<file path="src/rtl/wsts_pkg.sv">
// ----------------------------------------------------------------------------
// wsts_pkg
// shared types and constants of the wav stream to stereo sample decoder
// ----------------------------------------------------------------------------
package wsts_pkg;

    localparam logic [31:0] TAG_RIFF = 32'h5249_4646;
    localparam logic [31:0] TAG_WAVE = 32'h5741_5645;
    localparam logic [31:0] TAG_FMT  = 32'h666D_7420;
    localparam logic [31:0] TAG_DATA = 32'h6461_7461;
    localparam logic [4:0]  FMT_BODY = 5'd16;

    localparam logic [1:0] KIND_FORMAT = 2'd0;
    localparam logic [1:0] KIND_FRAME  = 2'd1;
    localparam logic [1:0] KIND_ERROR  = 2'd2;

    localparam logic [15:0] CODE_FLOAT = 16'd3;

    // how one sample lane is turned into a single-precision pattern
    typedef enum logic [2:0] {
        CV_ZERO,
        CV_PASS,
        CV_16,
        CV_24,
        CV_32
    } t_conv;

    // one result request from the parser
    typedef struct packed {
        logic [1:0]  kind;
        logic [31:0] left_raw;
        logic [31:0] right_raw;
        t_conv       mode;
        logic [15:0] format_tag;
        logic [15:0] channel_count;
        logic [31:0] rate_hz;
        logic [15:0] bits_each;
    } t_req;

endpackage

</file>
<file path="src/rtl/wav_stream_to_stereo_samples.sv">
// ----------------------------------------------------------------------------
// wav_stream_to_stereo_samples
// wav file byte stream in, format report / stereo float frames out
// ----------------------------------------------------------------------------
// usage
//   slave side: one file byte per word on s_axis tdata, tlast on the final
//   byte of the file; after that byte the parser starts over at the riff tag
//   master side: one result word per format report, stereo frame or header
//   error; tuser holds the kind, tdata holds samples and fmt values
// path: a word that causes a result goes through the parser register (loaded on
//   the accepting edge), then two lane stages and the output register
// throughput: one byte per cycle while the skid register is empty, set by the
//   single-pass parser register and the fully pipelined sample lanes
// stall: an output register plus a skid register; ready on the slave side
//   is low while the skid register holds a word and the whole pipeline
//   holds until the receiver takes a word
// reset: synchronous, active low; parser back to the riff tag, all pipeline
//   and output valids cleared
// ----------------------------------------------------------------------------
module wav_stream_to_stereo_samples (
    input  logic         i_clk,
    input  logic         i_rst_n,
    input  logic         i_s_axis_tvalid,
    output logic         o_s_axis_tready,
    input  logic [7:0]   i_s_axis_tdata,   // byte_value
    input  logic         i_s_axis_tlast,   // stream_end
    output logic         o_m_axis_tvalid,
    input  logic         i_m_axis_tready,
    // left_sample, right_sample, format_tag, channel_count, rate_hz, bits_each
    output logic [143:0] o_m_axis_tdata,
    output logic [1:0]   o_m_axis_tuser    // result_kind
);
    import wsts_pkg::*;

    logic        en;
    logic        req_valid;
    t_req        req;
    logic [31:0] left_single, right_single;

    // side fields ride alongside the lane stages
    logic        r1_valid, r2_valid;
    logic [1:0]  r1_kind, r2_kind;
    logic [79:0] r1_fmt, r2_fmt;

    logic [143:0] new_data;
    logic [143:0] r_out_data, r_skid_data;
    logic [1:0]   r_out_kind, r_skid_kind;
    logic         r_out_valid, r_skid_valid;

    // pipeline moves while the skid slot is free
    assign en = !r_skid_valid;
    assign o_s_axis_tready = en;

    wsts_parser u_parser (
        .i_clk       (i_clk),
        .i_rst_n     (i_rst_n),
        .i_en        (en),
        .i_valid     (i_s_axis_tvalid),
        .i_byte      (i_s_axis_tdata),
        .i_last      (i_s_axis_tlast),
        .o_req_valid (req_valid),
        .o_req       (req)
    );

    wsts_conv u_left (
        .i_clk    (i_clk),
        .i_en     (en),
        .i_raw    (req.left_raw),
        .i_mode   (req.mode),
        .o_single (left_single)
    );

    wsts_conv u_right (
        .i_clk    (i_clk),
        .i_en     (en),
        .i_raw    (req.right_raw),
        .i_mode   (req.mode),
        .o_single (right_single)
    );

    always_ff @(posedge i_clk) begin
        if (!i_rst_n) begin
            r1_valid <= 1'b0;
            r2_valid <= 1'b0;
        end else if (en) begin
            r1_valid <= req_valid;
            r2_valid <= r1_valid;
        end
    end

    always_ff @(posedge i_clk) begin
        if (en) begin
            r1_kind <= req.kind;
            r1_fmt  <= {req.bits_each, req.rate_hz, req.channel_count, req.format_tag};
            r2_kind <= r1_kind;
            r2_fmt  <= r1_fmt;
        end
    end

    assign new_data = {r2_fmt, right_single, left_single};

    // output register with skid slot
    always_ff @(posedge i_clk) begin
        if (!i_rst_n) begin
            r_out_valid  <= 1'b0;
            r_skid_valid <= 1'b0;
        end else if (en && r2_valid) begin
            if (!r_out_valid || i_m_axis_tready) begin
                r_out_valid <= 1'b1;
            end else begin
                r_skid_valid <= 1'b1;
            end
        end else if (r_out_valid && i_m_axis_tready) begin
            if (r_skid_valid) begin
                r_skid_valid <= 1'b0;
            end else begin
                r_out_valid <= 1'b0;
            end
        end
    end

    always_ff @(posedge i_clk) begin
        if (en && r2_valid) begin
            if (!r_out_valid || i_m_axis_tready) begin
                r_out_data <= new_data;
                r_out_kind <= r2_kind;
            end else begin
                r_skid_data <= new_data;
                r_skid_kind <= r2_kind;
            end
        end else if (r_out_valid && i_m_axis_tready && r_skid_valid) begin
            r_out_data <= r_skid_data;
            r_out_kind <= r_skid_kind;
        end
    end

    assign o_m_axis_tvalid = r_out_valid;
    assign o_m_axis_tdata  = r_out_data;
    assign o_m_axis_tuser  = r_out_kind;

`ifndef SYNTHESIS
    a_skid_behind_out: assert property (@(posedge i_clk) disable iff (!i_rst_n)
        r_skid_valid |-> r_out_valid)
        else $error("skid word held with empty output register");

    a_frame_no_fmt: assert property (@(posedge i_clk) disable iff (!i_rst_n)
        (o_m_axis_tvalid && o_m_axis_tuser == KIND_FRAME) |-> o_m_axis_tdata[143:64] == 80'd0)
        else $error("stereo frame carries fmt values");

    a_report_no_samples: assert property (@(posedge i_clk) disable iff (!i_rst_n)
        (o_m_axis_tvalid && o_m_axis_tuser != KIND_FRAME) |-> o_m_axis_tdata[63:0] == 64'd0)
        else $error("format report or error carries samples");
`endif

endmodule

</file>
<file path="src/rtl/wsts_parser.sv">
// ----------------------------------------------------------------------------
// wsts_parser
// riff/wave chunk walker; one byte a cycle while enabled, registered result request
// ----------------------------------------------------------------------------
module wsts_parser (
    input  logic          i_clk,
    input  logic          i_rst_n,
    input  logic          i_en,
    input  logic          i_valid,
    input  logic [7:0]    i_byte,
    input  logic          i_last,
    output logic          o_req_valid,
    output wsts_pkg::t_req o_req
);
    import wsts_pkg::*;

    typedef enum logic [3:0] {
        PH_RIFF, PH_RSIZE, PH_WAVE, PH_CID, PH_CSIZE, PH_FMT, PH_SKIP, PH_DATA, PH_IDLE
    } t_phase;

    t_phase      r_phase, n_phase;
    logic [1:0]  r_fc, n_fc;
    logic [31:0] r_tag, n_tag;
    logic [31:0] r_len, n_len;
    logic [32:0] r_skip, n_skip;
    logic [15:0] r_code, n_code;
    logic [15:0] r_ch, n_ch;
    logic [31:0] r_rate, n_rate;
    logic [15:0] r_bits, n_bits;
    logic        r_seen, n_seen;
    logic [31:0] r_remain, n_remain;
    logic [31:0] r_pos, n_pos;
    logic [31:0] r_lb, n_lb;
    logic [31:0] r_rb, n_rb;
    logic [4:0]  r_fidx, n_fidx;
    logic [28:0] r_frame_bytes;
    logic        r_req_valid, n_req_valid;
    t_req        r_req, n_req;

    logic        accept;
    logic [31:0] tag_in;
    logic [31:0] len_in;
    logic [32:0] padded;
    logic [12:0] bps;
    logic [31:0] bps_w;
    logic [31:0] rpos;
    logic [31:0] pos_inc;
    t_conv       mode;

    assign accept = i_en && i_valid;
    assign tag_in = {r_tag[23:0], i_byte};
    assign bps    = r_bits[15:3];
    assign bps_w  = {19'd0, bps};
    assign rpos   = r_pos - bps_w;
    assign pos_inc = r_pos + 32'd1;

    always_comb begin
        len_in = r_len;
        len_in[8*r_fc +: 8] = i_byte;
        padded = {1'b0, len_in} + {32'd0, len_in[0]};
    end

    always_comb begin
        if (r_code == CODE_FLOAT && r_bits == 16'd32) begin
            mode = CV_PASS;
        end else if (r_bits == 16'd16) begin
            mode = CV_16;
        end else if (r_bits == 16'd24) begin
            mode = CV_24;
        end else if (r_bits == 16'd32) begin
            mode = CV_32;
        end else begin
            mode = CV_ZERO;
        end
    end

    always_comb begin
        n_phase = r_phase; n_fc = r_fc; n_tag = r_tag; n_len = r_len; n_skip = r_skip;
        n_code = r_code; n_ch = r_ch; n_rate = r_rate; n_bits = r_bits; n_seen = r_seen;
        n_remain = r_remain; n_pos = r_pos; n_lb = r_lb; n_rb = r_rb; n_fidx = r_fidx;
        n_req_valid = 1'b0;
        n_req = '0;
        n_req.mode = CV_ZERO;
        n_req.format_tag = r_code;
        n_req.channel_count = r_ch;
        n_req.rate_hz = r_rate;
        n_req.bits_each = r_bits;
        case (r_phase)
            PH_RIFF, PH_WAVE, PH_CID: begin
                n_tag = tag_in;
                n_fc = r_fc + 2'd1;
                if (r_fc == 2'd3) begin
                    if (r_phase == PH_CID) begin
                        n_len = '0;
                        n_phase = PH_CSIZE;
                    end else if (tag_in == ((r_phase == PH_RIFF) ? TAG_RIFF : TAG_WAVE)) begin
                        n_phase = (r_phase == PH_RIFF) ? PH_RSIZE : PH_CID;
                        n_tag = '0;
                    end else begin
                        n_phase = PH_IDLE;
                        n_req_valid = 1'b1;
                        n_req.kind = KIND_ERROR;
                    end
                end
            end
            PH_RSIZE: begin
                n_fc = r_fc + 2'd1;
                if (r_fc == 2'd3) begin
                    n_tag = '0;
                    n_phase = PH_WAVE;
                end
            end
            PH_CSIZE: begin
                n_len = len_in;
                n_fc = r_fc + 2'd1;
                if (r_fc == 2'd3) begin
                    if (r_tag == TAG_FMT) begin
                        n_code = '0; n_ch = '0; n_rate = '0; n_bits = '0;
                        n_seen = 1'b1;
                        n_skip = padded;
                        n_fidx = '0;
                        n_phase = (padded != 33'd0) ? PH_FMT : PH_CID;
                    end else if (r_tag == TAG_DATA) begin
                        n_req_valid = 1'b1;
                        if (!r_seen || r_ch == 16'd0 || bps == 13'd0) begin
                            n_phase = PH_IDLE;
                            n_req.kind = KIND_ERROR;
                        end else begin
                            n_remain = len_in;
                            n_pos = '0; n_lb = '0; n_rb = '0;
                            n_phase = (len_in != 32'd0) ? PH_DATA : PH_IDLE;
                            n_req.kind = KIND_FORMAT;
                        end
                    end else begin
                        n_skip = padded;
                        n_phase = (padded != 33'd0) ? PH_SKIP : PH_CID;
                    end
                end
            end
            PH_FMT: begin
                if (r_fidx < FMT_BODY && {27'd0, r_fidx} < r_len) begin
                    case (r_fidx)
                        5'd0: n_code[7:0] = i_byte;
                        5'd1: n_code[15:8] = i_byte;
                        5'd2: n_ch[7:0] = i_byte;
                        5'd3: n_ch[15:8] = i_byte;
                        5'd4: n_rate[7:0] = i_byte;
                        5'd5: n_rate[15:8] = i_byte;
                        5'd6: n_rate[23:16] = i_byte;
                        5'd7: n_rate[31:24] = i_byte;
                        5'd14: n_bits[7:0] = i_byte;
                        5'd15: n_bits[15:8] = i_byte;
                        default: ;
                    endcase
                end
                if (r_fidx < FMT_BODY) begin
                    n_fidx = r_fidx + 5'd1;
                end
                n_skip = r_skip - 33'd1;
                if (r_skip == 33'd1) begin
                    n_phase = PH_CID;
                end
            end
            PH_SKIP: begin
                n_skip = r_skip - 33'd1;
                if (r_skip == 33'd1) begin
                    n_phase = PH_CID;
                end
            end
            PH_DATA: begin
                if (r_pos < bps_w && r_pos < 32'd4) begin
                    n_lb[8*r_pos[1:0] +: 8] = i_byte;
                end
                if (r_ch >= 16'd2 && r_pos >= bps_w && rpos < bps_w && rpos < 32'd4) begin
                    n_rb[8*rpos[1:0] +: 8] = i_byte;
                end
                n_pos = pos_inc;
                if (pos_inc >= {3'd0, r_frame_bytes}) begin
                    n_req_valid = 1'b1;
                    n_req.kind = KIND_FRAME;
                    n_req.mode = mode;
                    n_req.left_raw = n_lb;
                    n_req.right_raw = (r_ch >= 16'd2) ? n_rb : n_lb;
                    n_req.format_tag = '0;
                    n_req.channel_count = '0;
                    n_req.rate_hz = '0;
                    n_req.bits_each = '0;
                    n_pos = '0; n_lb = '0; n_rb = '0;
                end
                n_remain = r_remain - 32'd1;
                if (r_remain == 32'd1) begin
                    n_phase = PH_IDLE;
                end
            end
            default: ;
        endcase
        // last byte of the file: back to the start
        if (i_last) begin
            n_phase = PH_RIFF; n_fc = '0; n_tag = '0; n_len = '0; n_skip = '0;
            n_code = '0; n_ch = '0; n_rate = '0; n_bits = '0; n_seen = 1'b0;
            n_remain = '0; n_pos = '0; n_lb = '0; n_rb = '0; n_fidx = '0;
        end
    end

    always_ff @(posedge i_clk) begin
        r_frame_bytes <= 29'(bps * r_ch);
        if (!i_rst_n) begin
            r_phase <= PH_RIFF; r_fc <= '0; r_tag <= '0; r_len <= '0; r_skip <= '0;
            r_code <= '0; r_ch <= '0; r_rate <= '0; r_bits <= '0; r_seen <= 1'b0;
            r_remain <= '0; r_pos <= '0; r_lb <= '0; r_rb <= '0; r_fidx <= '0;
            r_req_valid <= 1'b0;
        end else if (i_en) begin
            r_req_valid <= accept && n_req_valid;
            if (accept) begin
                r_phase <= n_phase; r_fc <= n_fc; r_tag <= n_tag; r_len <= n_len;
                r_skip <= n_skip; r_code <= n_code; r_ch <= n_ch; r_rate <= n_rate;
                r_bits <= n_bits; r_seen <= n_seen; r_remain <= n_remain; r_pos <= n_pos;
                r_lb <= n_lb; r_rb <= n_rb; r_fidx <= n_fidx;
            end
        end
    end

    always_ff @(posedge i_clk) begin
        if (i_en) begin
            r_req <= n_req;
        end
    end

    assign o_req_valid = r_req_valid;
    assign o_req = r_req;

endmodule

</file>
<file path="src/rtl/wsts_conv.sv">
// ----------------------------------------------------------------------------
// wsts_conv
// one sample lane: signed pcm to ieee single or float passthrough, two register stages
// ----------------------------------------------------------------------------
module wsts_conv (
    input  logic            i_clk,
    input  logic            i_en,
    input  logic [31:0]     i_raw,
    input  wsts_pkg::t_conv i_mode,
    output logic [31:0]     o_single
);
    import wsts_pkg::*;

    // stage 1: sign and magnitude
    logic        r1_sign, r1_pass, r1_zero;
    logic [31:0] r1_mag, r1_raw;
    logic [4:0]  r1_off;
    // stage 2: leading one found
    logic        r2_sign, r2_pass, r2_zero;
    logic [31:0] r2_mag, r2_raw;
    logic [4:0]  r2_off, r2_p;

    logic [31:0] sext, mag;
    logic [4:0]  off, lead;
    logic [4:0]  sh;
    logic [32:0] shifted, rem_mask, rem, half;
    logic [24:0] mant;
    logic [5:0]  p_fin;
    logic [8:0]  bexp;

    always_comb begin
        case (i_mode)
            CV_16: begin
                sext = {{16{i_raw[15]}}, i_raw[15:0]};
                off = 5'd15;
            end
            CV_24: begin
                sext = {{8{i_raw[23]}}, i_raw[23:0]};
                off = 5'd23;
            end
            default: begin
                sext = i_raw;
                off = 5'd31;
            end
        endcase
        mag = sext[31] ? (32'd0 - sext) : sext;
    end

    always_comb begin
        lead = '0;
        for (int k = 0; k < 32; k++) begin
            if (r1_mag[k]) begin
                lead = 5'(k);
            end
        end
    end

    always_ff @(posedge i_clk) begin
        if (i_en) begin
            r1_sign <= sext[31];
            r1_mag  <= mag;
            r1_off  <= off;
            r1_raw  <= i_raw;
            r1_pass <= (i_mode == CV_PASS);
            r1_zero <= (i_mode == CV_ZERO);
            r2_sign <= r1_sign;
            r2_mag  <= r1_mag;
            r2_off  <= r1_off;
            r2_raw  <= r1_raw;
            r2_pass <= r1_pass;
            r2_zero <= r1_zero || (r1_mag == 32'd0);
            r2_p    <= lead;
        end
    end

    // normalize and round to nearest even
    always_comb begin
        sh = '0;
        shifted = '0;
        rem_mask = '0;
        rem = '0;
        half = '0;
        if (r2_p <= 5'd23) begin
            shifted = {1'b0, r2_mag} << (5'd23 - r2_p);
            mant = shifted[24:0];
        end else begin
            sh = r2_p - 5'd23;
            shifted = {1'b0, r2_mag} >> sh;
            rem_mask = (33'd1 << sh) - 33'd1;
            rem = {1'b0, r2_mag} & rem_mask;
            half = 33'd1 << (sh - 5'd1);
            mant = shifted[24:0];
            if (rem > half || (rem == half && shifted[0])) begin
                mant = mant + 25'd1;
            end
        end
        p_fin = {1'b0, r2_p};
        if (mant[24]) begin
            mant = mant >> 1;
            p_fin = p_fin + 6'd1;
        end
        bexp = {3'd0, p_fin} + 9'd127 - {4'd0, r2_off};
        if (r2_pass) begin
            o_single = r2_raw;
        end else if (r2_zero) begin
            o_single = '0;
        end else begin
            o_single = {r2_sign, bexp[7:0], mant[22:0]};
        end
    end

endmodule

</file>
<file path="config.mk">
export PLATFORM = sky130hd
export DESIGN_NAME = wav_stream_to_stereo_samples
export DESIGN_NICKNAME = d
export VERILOG_FILES = /design/src/rtl/wsts_pkg.sv /design/src/rtl/wav_stream_to_stereo_samples.sv /design/src/rtl/wsts_parser.sv /design/src/rtl/wsts_conv.sv
export SDC_FILE = /design/constraint.sdc
export NUM_CORES = 2
export LEC_CHECK = 0
export BUFFER_PORTS_ARGS = -buffer_cell sky130_fd_sc_hd__buf_2
export CORE_UTILIZATION = 58
export DETAILED_ROUTE_END_ITERATION = 16
export PLACE_DENSITY = 0.78
export REMOVE_ABC_BUFFERS = 1
export SLEW_MARGIN = 20
export SYNTH_ARGS = -nofsm -noshare
export SYNTH_HDL_FRONTEND = slang
export SYNTH_HIERARCHICAL = 1
export SYNTH_SLANG_ARGS = --single-unit
</file>
<file path="constraint.sdc">
create_clock -name i_clk -period 14.9 [get_ports i_clk]
set_input_delay 2.235 -clock i_clk [delete_from_list [all_inputs] [get_ports i_clk]]
set_output_delay 2.235 -clock i_clk [all_outputs]
set_load 0.02 [all_outputs]
</file>
==> results.md <==
- Overall Power: between 7 and 8 mW
- Worst path slowest cell: nor4_1
- Drt total wl: 201700 um
- RD Place Congestion: 0.9943
- Register area share after synthesis: 46.15%
- Minimum clock period: 10.11 ns
- # IOs: 161
- Max-slew violations: 0
- Multi-input gate area: 36210 um2
- Worst Setup Start Kind: flop
- Clk slew on worst S/H paths: 0.06 ns
- Max transition margin: 16.35%
- Reg2Reg Depth: 33
- Pin count of the biggest net entering global routing: 174
- Setup ws final: 4.790 ns
- Max stage delay on crit path: about 1.0 ns
- Status: finished clean
- Worst Path Max Fanout: 69
- Antenna Nets Post-Route: 0
- Area of the mapped netlist: 72950 um2
- Min-Delay Endpoint: u_right/r2_sign$_DFFE_PP_
- Asr flop ratio synth: 0%
- Max-cap violation count: 0
- Worst Path Arrival: 10.78 ns
- Synthesis-to-finish area growth: 8.471%
- Core Rows: about 130
- Via count: 55441
- Full die area: 127200 um2
- CTS Sinks: 1238
- First-pass GRT wire length: 309800 um
- VDD IR max: around 0.15 mV
- Post-CTS sizing: 0
- CTS Buf Count: 131
- H-tree lvl count: 4
- Fmax: 98.92 MHz
- DRC: 0
- DRT iter0 DRCs: 6655
- Hold Path Cell Cnt: 0
- Count leader, synth: edfxtp_1
- Drt pass-1 iters: 7
- CTS tree: yes
- Hold_sp: u_right/r1_sign$_DFFE_PP_
- CTS Hold Bufs: 0
- Top post-synthesis cells by area: edfxtp_1 37%, dfxtp_1 9.6%, ha_1 4.4%
- Largest area contributor in the netlist: edfxtp_1
- PwrDens: 89.69 nW/um2
- Die Height: 356.6 um
- Final #Nets: 7334
- Top_reg_cell synth: edfxtp_1
- Layout cells sized above 1: 11.33%
- Hold WC Path Type: reg2reg
- Share of the synthesized area in the top cell type: 36.51%
- Drt via density: 6.415
- Final count of hold timing violations: 0
- Detail Placement HPWL: 139600 um
- I/O Buffers: 160
- Reg2Reg Launch Point: u_right/r2_p[0]$_SDFFCE_PP1P_
- LEAKAGE: 31.69 nW
- Starting density of the core: approximately three fifths
- Critical path capture point type: flop
- Worst Path Required: roughly 16 ns
- Vias in the first global route: 52533
- Core area: 124300 um2
- Clock Latency Late Sink: ~0.81 ns
- Fin crit share: 67.85%
- Warnings from Yosys: 6
- Post-synth EDFFs: 887
- Flops & latches, synth: 1238
- GRT Total Usage: 31.32%
- Critical path startpoint: u_right/r2_p[0]$_SDFFCE_PP1P_
- Critical path type: reg2reg
- Setup Buffers After CTS: 0
- Register Area: 33660 um2
- Die Width: 356.6 um
- Initial antenna violation count: 6
- Reg2Reg Capture Point: o_m_axis_tdata[60]$_DFFE_PP_
- Reg2Reg Setup Slack: 4.79 ns
- Pre-CTS setup slack: 5.100 ns
- RSZ-0062 raised after global routing: no
- Clock buffer depth: 3
- Setup Viol. Count Final: 0
- Actual slew at the worst max-slew pin: between 1 and 1.5 ns
- Library cells used by synthesis: about 120
- Layout fillers: 9638
- Post-synth top cells: 887 x edfxtp_1, 622 x nor2_1, 591 x nand2_1
- Synth Instances: about 6900
- CP most frequent cell: nand2_1
- Avg Cell Area, Syn: ~11 um2
- Per-cell routed wire length: ~23 um
- Clk root buf: clkbuf_16
- Clock skew: 0.05434 ns
- Tightest hold margin: just over 0.4 ns
- Remaining Overflow, GRT: 0
## routing by layer
layer / GRT usage, % / vias up / part of all wire (%)
li1: - / 25103 / -
met1: 43.81 / 27012 / 41
met2: 48.95 / 2822 / 46
met3: 4.726 / 504 / 8.8
met4: 12.73 / 0 / 4.2
met5: 0 / - / 0
## layout make-up
class | instances | share of cell area, %
inverters | 354 | 1.695
multi-input cells | 4934 | 45.77
diodes | 1 | 0.003162
flip-flops and latches | 1238 | 42.54
clock inverters | 63 | 1.088
clock buffers | 170 | 4.473
repair buffers | 246 | 1.844
well taps | 1637 | 2.588
## through the flow
stage	cells	instance area (um2)	utilization, %	TNS (ns)
floorplan	6526	71040	-	-520.15
detailed placement	8409	74700	60.11	0
global placement	8409	74690	60.10	0
CTS	8642	79100	63.65	0
global route	8642	79130	63.67	0
finish	8643	79130	63.67	0
## report_power, final
group	total [mW]	internal (mW)	switching [mW]
sequential	3.65	3.64	0.00441
clock	3.29	1.86	1.43
combinational	0.157	0.0452	0.112
## worst max-delay path, delay by kind of cell (launching register included)
| family | cells | cell delay (ns) |
|---|---|---|
| AO/OA/AOI/OAI | 7 | 2.10 |
| buffers and inverters | 5 | 1.92 |
| adder cells (fa/ha/maj) | 5 | 1.41 |
| XOR/XNOR | 2 | 0.29 |
| flip-flops | 1 | 0.32 |
| AND/OR/NAND/NOR | 13 | 3.70 |
| multiplexers | 1 | 0.20 |
## logic make-up after synthesis
group / after synthesis / share of synthesized area (%)
xor gates and xnor gates: 241 / 2.960
muxes: 547 / 9.524
AOI/OAI and AO/OA: 1363 / 12.14
and+or+nand+nor: 2367 / 16.04
DFF: 1238 / 46.15
adders and majority gates: 416 / 8.751
buffers and inverters: 770 / 4.435
## worst max path at each step
stage	end	slack [ns]	cells after the start
floorplan	u_parser/r_rb[0]$_SDFFE_PN0P_	-3.13	6
global placement	o_m_axis_tdata[60]$_DFFE_PP_	5.28	33
detailed placement	o_m_axis_tdata[60]$_DFFE_PP_	5.10	33
CTS	o_m_axis_tdata[60]$_DFFE_PP_	5.05	33
global route	o_m_axis_tdata[60]$_DFFE_PP_	4.31	33
finish	o_m_axis_tdata[60]$_DFFE_PP_	4.79	33
## flip-flops by register name, indices dropped and copies added (netlist names), 33 cells and up
name / count
o_m_axis_tdata: 144
r1_fmt: 80
r2_fmt: 80
r_skid_data: 144
u_parser/o_req: 149
u_parser/r_skip: 33
## layout by cell type (no fill, tap or decap), types with 23 or more instances in the layout
master and n:
ha_1 256, a22o_1 23, nor4_1 82, a21boi_0 24, clkbuf_1 32, a22oi_1 80, nand2b_1 54, nand2_1 587
o21ai_0 228, buf_4 85, inv_1 347, mux2_2 92, nor2_1 619, a21oi_1 383, o22ai_1 75, mux2i_1 284
and3_1 66, nor2b_1 110, and2_1 268, nand4_1 72, buf_2 160, xor2_1 102, o211ai_1 32, nor3_1 179
o21ai_1 35, mux4_2 68, xnor2_1 132, o2bb2ai_1 69, edfxtp_1 887, o31ai_1 30, o21a_1 43, a211oi_1 46
fa_1 157, nand3_1 145, a21o_1 38, mux2_4 101, dfxtp_1 351, a31oi_1 53, or3_1 37, clkbuf_16 135
(Power assumes the default switching activity.)
